$ cat config.mk
export PLATFORM = sky130hd
export DESIGN_NAME = nec_ir_frame_decoder_core
export DESIGN_NICKNAME = d
export VERILOG_FILES = /design/src/hw/rtl/nec_ir_pkg.sv /design/src/hw/rtl/nec_ir_frame_decoder_core.sv /design/src/hw/rtl/nec_ir_classify.sv /design/src/hw/rtl/nec_ir_frame.sv /design/src/hw/rtl/nec_ir_hold.sv
export SDC_FILE = /design/constraint.sdc
export NUM_CORES = 1
export LEC_CHECK = 0
export ABC_CLOCK_PERIOD_IN_PS = 25100
export BUFFER_PORTS_ARGS = -buffer_cell sky130_fd_sc_hd__buf_4
export CAP_MARGIN = 10
export CORE_MARGIN = 8
export CORE_UTILIZATION = 40
export DETAILED_ROUTE_END_ITERATION = 16
export PLACE_DENSITY = 0.62
export SYNTH_ARGS = -nofsm -noshare
export SYNTH_HDL_FRONTEND = slang
export SYNTH_SLANG_ARGS = --single-unit
$ cat constraint.sdc
create_clock -name clk -period 25.1 [get_ports clk]
set_clock_uncertainty 0.05 [all_clocks]
set_input_delay 2.51 -clock clk [delete_from_list [all_inputs] [get_ports clk]]
set_output_delay 2.51 -clock clk [all_outputs]
set_load 0.1 [all_outputs]
$ cat src/hw/rtl/nec_ir_pkg.sv
// Shared types, constants and the window test for the NEC infrared frame decoder.
// No dependencies; every other file of the block but the checker refers to it by scoped names.
package nec_ir_pkg;

    // Nominal pulse shapes, 100 us units
    localparam logic [7:0] LEAD_W   = 8'd90;
    localparam logic [7:0] START_P  = 8'd135;
    localparam logic [7:0] REPEAT_P = 8'd112;
    localparam logic [7:0] BIT_W    = 8'd6;
    localparam logic [7:0] ZERO_P   = 8'd11;
    localparam logic [7:0] ONE_P    = 8'd22;

    // Frame length and the index of its last bit
    localparam int unsigned FRAME_LEN = 32;
    localparam logic [4:0]  LAST_BIT  = 5'(FRAME_LEN - 1);

    // Register reset values
    localparam logic [15:0] RESET_TIMEOUT = 16'd120;
    localparam logic [3:0]  RESET_TOL     = 4'd2;

    // Register indexes on the configuration port
    localparam logic REG_REPEAT_TIMEOUT = 1'b0;
    localparam logic REG_TOLERANCE      = 1'b1;

    // Request kinds
    localparam logic REQ_PULSE = 1'b0;
    localparam logic REQ_POLL  = 1'b1;

    typedef enum logic [2:0] {
        SYM_ZERO   = 3'd0,
        SYM_ONE    = 3'd1,
        SYM_START  = 3'd2,
        SYM_REPEAT = 3'd3,
        SYM_BAD    = 3'd4
    } sym_t;

    // Frame assembler to code holder
    typedef struct packed {
        logic       repeat_seen;
        logic       done;
        logic       ok;
        logic [7:0] address;
        logic [7:0] command;
    } frame_evt_t;

    // One result word
    typedef struct packed {
        logic       code_valid;
        logic [7:0] address;
        logic [7:0] command;
        logic       changed;
    } result_t;

    // Wrapping 8-bit window: value within nominal +/- tol
    function automatic logic in_window(input logic [7:0] value, input logic [7:0] nominal,
                                       input logic [3:0] tol);
        logic [7:0] low;
        logic [7:0] diff;
        low  = nominal - {4'd0, tol};
        diff = value - low;
        return diff <= {3'd0, tol, 1'b0};
    endfunction

endpackage

$ cat src/hw/rtl/nec_ir_frame_decoder_core.sv
// NEC infrared frame decoder, top level: input register, classifier, frame
// assembler, code holder and result register. Depends on nec_ir_pkg.
// Path: a word held in the input register moves its result word into the result register on advance.
// Rate: one word per cycle while out_stall does not hold a full result register.
// Reset clears receiver and held code; repeat_timeout resets to 120, tolerance to 2.
module nec_ir_frame_decoder_core #(
    parameter int TIME_WIDTH = 32
) (
    input  logic        clk,
    input  logic        rst_n,
    input  logic        cfg_we,
    input  logic        cfg_index,
    input  logic [15:0] cfg_data,
    input  logic        in_valid,
    output logic        in_stall,
    input  logic        req_type,
    input  logic [7:0]  period,
    input  logic [7:0]  width,
    input  logic [31:0] time_req,
    output logic        out_valid,
    input  logic        out_stall,
    output logic        code_valid,
    output logic [7:0]  address,
    output logic [7:0]  command,
    output logic        changed
);

    logic [15:0]            repeat_timeout_reg;
    logic [3:0]             tolerance_reg;
    logic                   in_valid_reg;
    logic                   req_type_reg;
    logic [7:0]             period_reg;
    logic [7:0]             width_reg;
    logic [TIME_WIDTH-1:0]  time_reg;
    logic                   out_valid_reg;
    nec_ir_pkg::result_t    out_res_reg;
    logic                   advance;
    logic                   pulse;
    nec_ir_pkg::sym_t       sym;
    nec_ir_pkg::frame_evt_t evt;
    nec_ir_pkg::result_t    res;

    // Configuration registers
    always_ff @(posedge clk or negedge rst_n)
    begin
        if (!rst_n)
        begin
            repeat_timeout_reg <= nec_ir_pkg::RESET_TIMEOUT;
            tolerance_reg      <= nec_ir_pkg::RESET_TOL;
        end
        else if (cfg_we)
        begin
            if (cfg_index == nec_ir_pkg::REG_REPEAT_TIMEOUT)
                repeat_timeout_reg <= cfg_data;
            else if (cfg_index == nec_ir_pkg::REG_TOLERANCE)
                tolerance_reg <= cfg_data[3:0];
        end
    end

    // Advance the held word when the result register is free or draining
    assign advance  = in_valid_reg && (!out_valid_reg || !out_stall);
    assign in_stall = in_valid_reg && out_valid_reg && out_stall;
    assign pulse    = in_valid_reg && (req_type_reg == nec_ir_pkg::REQ_PULSE);

    // Input register
    always_ff @(posedge clk or negedge rst_n)
    begin
        if (!rst_n)
            in_valid_reg <= 1'b0;
        else if (!in_stall)
            in_valid_reg <= in_valid;
    end

    always_ff @(posedge clk)
    begin
        if (in_valid && !in_stall)
        begin
            req_type_reg <= req_type;
            period_reg   <= period;
            width_reg    <= width;
            time_reg     <= time_req[TIME_WIDTH-1:0];
        end
    end

    nec_ir_classify u_classify (
        .period    (period_reg),
        .width     (width_reg),
        .tolerance (tolerance_reg),
        .sym       (sym)
    );

    nec_ir_frame u_frame (
        .clk     (clk),
        .rst_n   (rst_n),
        .advance (advance),
        .pulse   (pulse),
        .sym     (sym),
        .evt     (evt)
    );

    nec_ir_hold #(
        .TIME_WIDTH (TIME_WIDTH)
    ) u_hold (
        .clk            (clk),
        .rst_n          (rst_n),
        .advance        (advance),
        .evt            (evt),
        .now            (time_reg),
        .repeat_timeout (repeat_timeout_reg),
        .res            (res)
    );

    // Result register
    always_ff @(posedge clk or negedge rst_n)
    begin
        if (!rst_n)
            out_valid_reg <= 1'b0;
        else if (advance)
            out_valid_reg <= 1'b1;
        else if (!out_stall)
            out_valid_reg <= 1'b0;
    end

    always_ff @(posedge clk)
    begin
        if (advance)
            out_res_reg <= res;
    end

    assign out_valid  = out_valid_reg;
    assign code_valid = out_res_reg.code_valid;
    assign address    = out_res_reg.address;
    assign command    = out_res_reg.command;
    assign changed    = out_res_reg.changed;

endmodule

$ cat src/hw/rtl/nec_ir_classify.sv
// Pulse classifier: maps mark width and period to a symbol.
// Depends on nec_ir_pkg.
module nec_ir_classify (
    input  logic [7:0]        period,
    input  logic [7:0]        width,
    input  logic [3:0]        tolerance,
    output nec_ir_pkg::sym_t  sym
);

    logic bit_w;
    logic lead_w;

    assign bit_w  = nec_ir_pkg::in_window(width, nec_ir_pkg::BIT_W, tolerance);
    assign lead_w = nec_ir_pkg::in_window(width, nec_ir_pkg::LEAD_W, tolerance);

    // Bit window first; zero beats one, start beats repeat
    always_comb
    begin
        priority if (bit_w && nec_ir_pkg::in_window(period, nec_ir_pkg::ZERO_P, tolerance))
            sym = nec_ir_pkg::SYM_ZERO;
        else if (bit_w && nec_ir_pkg::in_window(period, nec_ir_pkg::ONE_P, tolerance))
            sym = nec_ir_pkg::SYM_ONE;
        else if (!bit_w && lead_w
                 && nec_ir_pkg::in_window(period, nec_ir_pkg::START_P, tolerance))
            sym = nec_ir_pkg::SYM_START;
        else if (!bit_w && lead_w
                 && nec_ir_pkg::in_window(period, nec_ir_pkg::REPEAT_P, tolerance))
            sym = nec_ir_pkg::SYM_REPEAT;
        else
            sym = nec_ir_pkg::SYM_BAD;
    end

endmodule

$ cat src/hw/rtl/nec_ir_frame.sv
// Frame assembler: collects bits LSB first and flags a completed 32-bit frame.
// Depends on nec_ir_pkg.
module nec_ir_frame (
    input  logic                    clk,
    input  logic                    rst_n,
    input  logic                    advance,
    input  logic                    pulse,
    input  nec_ir_pkg::sym_t        sym,
    output nec_ir_pkg::frame_evt_t  evt
);

    logic        receiving_reg;
    logic        receiving_next;
    logic [4:0]  bit_count_reg;
    logic [4:0]  bit_count_next;
    logic [31:0] frame_bits_reg;
    logic [31:0] frame_bits_next;
    logic        done;

    // Step the receiver on one symbol
    always_comb
    begin
        receiving_next  = receiving_reg;
        bit_count_next  = bit_count_reg;
        frame_bits_next = frame_bits_reg;
        done            = 1'b0;
        if (pulse && (receiving_reg || sym == nec_ir_pkg::SYM_START))
        begin
            unique case (sym)
                nec_ir_pkg::SYM_ZERO, nec_ir_pkg::SYM_ONE:
                begin
                    if (sym == nec_ir_pkg::SYM_ONE)
                        frame_bits_next = frame_bits_reg | (32'd1 << bit_count_reg);
                    if (bit_count_reg == nec_ir_pkg::LAST_BIT)
                    begin
                        receiving_next = 1'b0;
                        bit_count_next = 5'd0;
                        done           = 1'b1;
                    end
                    else
                        bit_count_next = bit_count_reg + 5'd1;
                end
                nec_ir_pkg::SYM_START:
                begin
                    receiving_next  = 1'b1;
                    bit_count_next  = 5'd0;
                    frame_bits_next = 32'd0;
                end
                nec_ir_pkg::SYM_REPEAT, nec_ir_pkg::SYM_BAD:
                begin
                    receiving_next = 1'b0;
                    bit_count_next = 5'd0;
                end
                default:
                begin
                    receiving_next = 1'b0;
                    bit_count_next = 5'd0;
                end
            endcase
        end
    end

    // Build the frame event; check address and command against their inverted copies
    always_comb
    begin
        evt.repeat_seen = pulse && (sym == nec_ir_pkg::SYM_REPEAT);
        evt.done        = done;
        evt.ok          = (frame_bits_next[7:0] == ~frame_bits_next[15:8])
                       && (frame_bits_next[23:16] == ~frame_bits_next[31:24]);
        evt.address     = frame_bits_next[7:0];
        evt.command     = frame_bits_next[23:16];
    end

    always_ff @(posedge clk or negedge rst_n)
    begin
        if (!rst_n)
        begin
            receiving_reg  <= 1'b0;
            bit_count_reg  <= 5'd0;
            frame_bits_reg <= 32'd0;
        end
        else if (advance)
        begin
            receiving_reg  <= receiving_next;
            bit_count_reg  <= bit_count_next;
            frame_bits_reg <= frame_bits_next;
        end
    end

endmodule

$ cat src/hw/rtl/nec_ir_hold.sv
// Code holder: keeps the last good code and the repeat stamp; a bad frame or the repeat timeout drops it.
// Depends on nec_ir_pkg.
module nec_ir_hold #(
    parameter int TIME_WIDTH = 32
) (
    input  logic                    clk,
    input  logic                    rst_n,
    input  logic                    advance,
    input  nec_ir_pkg::frame_evt_t  evt,
    input  logic [TIME_WIDTH-1:0]   now,
    input  logic [15:0]             repeat_timeout,
    output nec_ir_pkg::result_t     res
);

    logic                  held_valid_reg;
    logic [7:0]            held_address_reg;
    logic [7:0]            held_command_reg;
    logic [TIME_WIDTH-1:0] repeat_stamp_reg;
    logic [TIME_WIDTH-1:0] repeat_stamp_next;
    logic                  valid_mid;
    logic [7:0]            address_mid;
    logic [7:0]            command_mid;
    logic [TIME_WIDTH-1:0] elapsed;
    logic                  expired;

    // Refresh the stamp on a repeat or a completed frame
    assign repeat_stamp_next = (evt.repeat_seen || evt.done) ? now : repeat_stamp_reg;

    // Take a completed frame
    always_comb
    begin
        valid_mid   = held_valid_reg;
        address_mid = held_address_reg;
        command_mid = held_command_reg;
        if (evt.done)
        begin
            valid_mid   = evt.ok;
            address_mid = evt.ok ? evt.address : 8'd0;
            command_mid = evt.ok ? evt.command : 8'd0;
        end
    end

    // Release the code once the timeout has passed
    assign elapsed = now - repeat_stamp_next;
    assign expired = valid_mid && (32'(elapsed) > 32'(repeat_timeout));

    always_comb
    begin
        res.code_valid = valid_mid && !expired;
        res.address    = expired ? 8'd0 : address_mid;
        res.command    = expired ? 8'd0 : command_mid;
        res.changed    = evt.done || expired;
    end

    always_ff @(posedge clk or negedge rst_n)
    begin
        if (!rst_n)
        begin
            held_valid_reg   <= 1'b0;
            held_address_reg <= 8'd0;
            held_command_reg <= 8'd0;
        end
        else if (advance)
        begin
            held_valid_reg   <= res.code_valid;
            held_address_reg <= res.address;
            held_command_reg <= res.command;
        end
    end

    // Stamp is only read while a code is held
    always_ff @(posedge clk)
    begin
        if (advance)
            repeat_stamp_reg <= repeat_stamp_next;
    end

endmodule

==> Yosys cells after proc, flatten, opt, wreduce, memory -nomap -nowiden <==
Cells that the tools add are included.
{ "totals": {"latchBits": 0, "word_cells": 108, "reg_bits": 176, "n_memories": 0, "ramBits": 0, "input_bits": 71, "rom_bits": 0} }
{ "op_classes": {"n_shift": 1, "add_sub_neg": 14, "multipliers": 0, "n_reduce_logical": 30, "order_cmp": 7, "n_eq_ne": 8, "bitwise": 5, "muxes": 24, "div_mod_pow": 0} }
{ "ops": {"columns": ["operator", "n"], "rows": [
  ["two-way mux 32 bit", 3],
  ["one-hot mux 32 bit (2 select lines)", 1],
  ["less-or-equal comparator 8 x 5 -> 1 bit", 6],
  ["two-way mux 8 bit", 6],
  ["subtractor 8 bit", 6],
  ["> comparator 32 x 16 -> 1 bit", 1],
  ["OR 32 bit", 1],
  ["<< shifter 1 x 5 -> 32 bit (first input constant)", 1],
  ["subtractor 32 bit", 1],
  ["equality test 8 bit", 2],
  ["inverter 8 bit", 2],
  ["subtractor 7 x 4 -> 8 bit (first input constant)", 2],
  ["logical AND 1 bit", 15],
  ["two-way mux 3 bit", 4],
  ["two-way mux 5 bit", 2],
  ["subtractor 8 x 4 -> 8 bit (first input constant)", 1],
  ["two-way mux 1 bit", 7],
  ["equality test 3 x 2 -> 1 bit (second input constant)", 2],
  ["AND reduction 2 bit", 3],
  ["subtractor 5 x 4 -> 6 bit (first input constant)", 1],
  ["adder 5 x 1 -> 5 bit (second input constant)", 1],
  ["equality test 5 bit (second input constant)", 1],
  ["logical NOT 1 bit", 5],
  ["subtractor 3 x 4 -> 5 bit (first input constant)", 1],
  ["9 further kinds", 14]
]} }

==> Logic depth before layout (Yosys ltp) <==
{ "logic_depth": {"ltp_word": 21, "mapped_depth": 47, "depth_no_buf": 43} }

==> By module <==
A second synthesis with hierarchy kept.
{ "unflattened": {"cells_unflattened": 1401, "area_unflattened_um2": 13496.7} }
{ "by_module_without_submodules": {"columns": ["module", "area_per_inst_um2", "seq_area_each_um2", "n_inst", "cells_each"], "rows": [
  ["nec_ir_hold", 5582.9, 1386.3, 1, 720],
  ["nec_ir_frame_decoder_core", 2922.8, 2568.7, 1, 120],
  ["nec_ir_frame", 2593.7, 950.9, 1, 266],
  ["nec_ir_classify", 2397.3, 0.0, 1, 295]
]} }

==> Worst setup path after synthesis <==
Ideal clock, no wire load.
{ "synth_timing": {"path_kind": "flip-flop to flip-flop", "startpoint": "reg tolerance_reg[0]", "endpoint": "reg out_res_reg, in the netlist changed, data pin", "required_time_ns": 24.791, "t_arrival_ns": 8.929, "stages_incl_launch_ff": 44, "path_slack_ns": 15.862, "setup_ns": 0.259, "path_cell_list": "dfrtp_1 ha_1 fa_1 a21oi_1 inv_1 maj3_2 xor2_1 ha_1 o21ai_0 a32oi_1 or4_1 buf_4 nor3_4 buf_6 a31o_4 buf_6 clkbuf_1 buf_1 (+8 left out) nand2_1 xor2_1 ha_1 a21o_1 a21o_1 a21oi_1 nor2b_1 o21ai_0 a21oi_1 a211oi_1 a31oi_1 and3b_1 o2111a_1 nand4_1 nor4_4 a21oi_1 buf_4 or2_1"} }
{ "synth_rtl": {"columns": ["element", "line_no", "text"], "rows": [
  ["start, declared", "nec_ir_frame_decoder_core.sv:29", "logic [3:0] tolerance_reg;"],
  ["start signal, assigned", "nec_ir_frame_decoder_core.sv:49", "tolerance_reg <= nec_ir_pkg::RESET_TOL;"],
  ["start signal, assigned", "nec_ir_frame_decoder_core.sv:56", "tolerance_reg <= cfg_data[3:0];"],
  ["end signal, assigned", "nec_ir_frame_decoder_core.sv:127", "out_res_reg <= res;"],
  ["end, declared", "nec_ir_frame_decoder_core.sv:36", "nec_ir_pkg::result_t out_res_reg;"]
]} }

==> impl_metrics.ini <==
[cts]
cts.sinks = 176
holdBufCountCts = 0
cts_buffer_depth = 2
cts_buffers = 17
root_buffer = clkbuf_16
clkLatencyLatePin_ps = 450
clk_pin_slew_worst_paths_ps = 80
post-cts-setup-buffer-count = 0
htree_levels = 4
post_cts_resized = 0
cts_tree = yes

[floorplan]
die_area_um2 = 39140
die_x_um = 197.8
initial_core_util = 0.4065
die_y_um = 197.8
row_count = 66
ios = 91
core_area_um2 = 32540

[sta]
worst_pin_slew_ps = 1183
slew_headroom = 0.2087
fmax_mhz = 92.80
setup_ws_ps = 14320
finalMaxSlewViolations = 0
fin_crit_sh = 0.4293
setup_tns_ps = 0
hold_viol = 0
setup_viol = 0
rsz0062_at_grt = false
finalCriticalPeriod_ps = 10780

[worst_setup_path]
r2r_end = changed$_DFFE_PP_
cp-start-kind = flip-flop
path_depth = 37
critPathSlowestCell = nor4_4
required_ps = 25250
cp-end-kind = flip-flop
worstPathArrival_ps = 10930
cp_top_family = compound AO/OA/AOI/OAI gates
reg2reg_slack_ps = 14320
crit_buf_inv = 3
crit_path_max_fanout = 50
rr_worst_depth = 37
max_stage_delay_ps = 790
path_class = reg -> reg
rr_startpoint = tolerance_reg[3]$_DFFE_PN0P_

[finish]
final_common_cell = nand2_1
regArea_um2 = 4906
final_area_um2 = 14890
final_cell_mix = 148 x nand2_1, 119 x ha_1, 104 x inv_1
layout.nets = 1686
area_growth_pct = 12.55
nFillCells = 3115
fin_util = 0.4575
multi_input_area_um2 = 7689
drive_above_1_share = 0.1214
diodes = 0
fin_cells = 1941

[logic_synthesis]
synthesis.nets = 1619
synthCells = 1419
synth_flop_cell = edfxtp_1
synth-edff-count = 99
ys_types = 94
async_flop_share = 0.4375
syn_area_per_cell_um2 = 9.321
ys_ff_latch = 176
seq_area_frac_synth = 0.3709
synth_area_um2 = 13230
yosysWarnings = 0

[placed_design]
portBuffers = 90
place.gp.congestion = 0.9427
place_area_um2 = 14310
dp.cells = 1909
pre_cts_ws_ps = 14330
hpwlAfterDp_um = 26620

[global_route]
grt_start_max_net_pins = 60
grt_usage = 0.1821
grt_pass1_wl_um = 57430
antenna_found_initial = 0
overflow = 0
grt_pass1_vias = 10740

[status]
status = finished clean

[detailed_routing]
first_pass_iters = 6
final_antenna_net_count = 0
drc = 0
drt-initial-drc-count = 909
vias = 10940
wirelength_um = 35420
avgRoutedWirePerCell_um = 18.25
via_per_inst = 5.634

[pwr]
p_per_area_nw_per_um2 = 65.60
p_leak_nw = 6.329
peakVddDrop_mv = 0.05393

[worst_hold_path]
hold_class = reg -> reg
hold_start = u_frame.frame_bits_reg[12]$_DFFE_PN0P_
holdPathEnd = u_frame.frame_bits_reg[12]$_DFFE_PN0P_
hold_depth = 2

[flow_run]
cap_violations = 0
-- final cells by class --
class                      instances  area share
inverter                         106     0.02673
multi-input combinational       1083      0.5165
sequential                       176      0.3296
tap                              442     0.03715
clock inverter                    11    0.007060
clock buffer                      21     0.03160
timing repair buffer             102     0.05144
-- where the power goes --
part / internal, mW / total (mW) / switching [mW]
Sequential: 0.329 / 0.354 / 0.0255
Combinational: 0.144 / 0.356 / 0.212
Clock: 0.146 / 0.266 / 0.121
-- cell usage after synthesis, drive strengths merged (9+ instances only) --
library cell | number | area share
nor3 | 25 | 0.011
and2 | 16 | 0.0076
a21oi | 88 | 0.033
a31oi | 19 | 0.0090
nor4 | 10 | 0.0075
nand2 | 148 | 0.042
nand4 | 20 | 0.0095
nand3 | 29 | 0.011
nor2 | 91 | 0.026
nor2b | 32 | 0.015
dfrtp | 72 | 0.14
fa | 10 | 0.015
a211oi | 14 | 0.0079
a21o | 36 | 0.021
and3 | 17 | 0.0080
xnor2 | 39 | 0.027
o31ai | 26 | 0.016
o21ai | 90 | 0.034
o21a | 20 | 0.011
mux2 | 14 | 0.012
edfxtp | 99 | 0.22
o211ai | 10 | 0.0057
mux2i | 29 | 0.022
clkbuf | 38 | 0.011
nand2b | 24 | 0.011
buf | 16 | 0.0083
a41oi | 16 | 0.011
ha | 119 | 0.11
xor2 | 20 | 0.013
o22ai | 9 | 0.0047
inv | 105 | 0.030
-- cells by family after synthesis --
kind of cell	count (synthesis)	share of synthesized area
AND/OR/NAND/NOR	445	0.1685
XOR/XNOR	59	0.04049
multiplexers	43	0.03387
buffers and inverters	160	0.04919
adder cells (fa/ha/maj)	136	0.1331
AO/OA/AOI/OAI	400	0.2040
flip-flops	176	0.3709
-- tightest hold or removal path: cells and delay by family (launching register included) --
kind	cells	cell delay, ps
flip-flops	1	370
AND/OR/NAND/NOR	2	110
-- per-layer routing --
metal  GRT usage  share of wire  up-vias
met1      0.2454           0.47     5292
met4     0.05503          0.021        0
li1            -              -     5317
met3     0.03294          0.046       51
met5           0              0        -
met2      0.2943           0.47      276
-- per-stage QoR --
stage                     hold WS [ps]  power (mW)
after CTS                        449.9      0.9822
after global routing             472.4       1.042
after global placement           416.2      0.7044
after floorplan                  393.1      0.6193
final                            452.6      0.9766
after detailed placement         431.4      0.7135
-- worst max-delay path by stage --
| stage | from | endpoint | slack [ps] |
|---|---|---|---|
| after floorplan | tolerance_reg[0]$_DFFE_PN0P_ | changed$_DFFE_PP_ | 15860 |
| after global placement | tolerance_reg[0]$_DFFE_PN0P_ | changed$_DFFE_PP_ | 14680 |
| after detailed placement | tolerance_reg[3]$_DFFE_PN0P_ | changed$_DFFE_PP_ | 14330 |
| after CTS | tolerance_reg[3]$_DFFE_PN0P_ | changed$_DFFE_PP_ | 14250 |
| after global routing | tolerance_reg[3]$_DFFE_PN0P_ | changed$_DFFE_PP_ | 13470 |
| final | tolerance_reg[3]$_DFFE_PN0P_ | changed$_DFFE_PP_ | 14320 |
(Power assumes the default switching activity.)
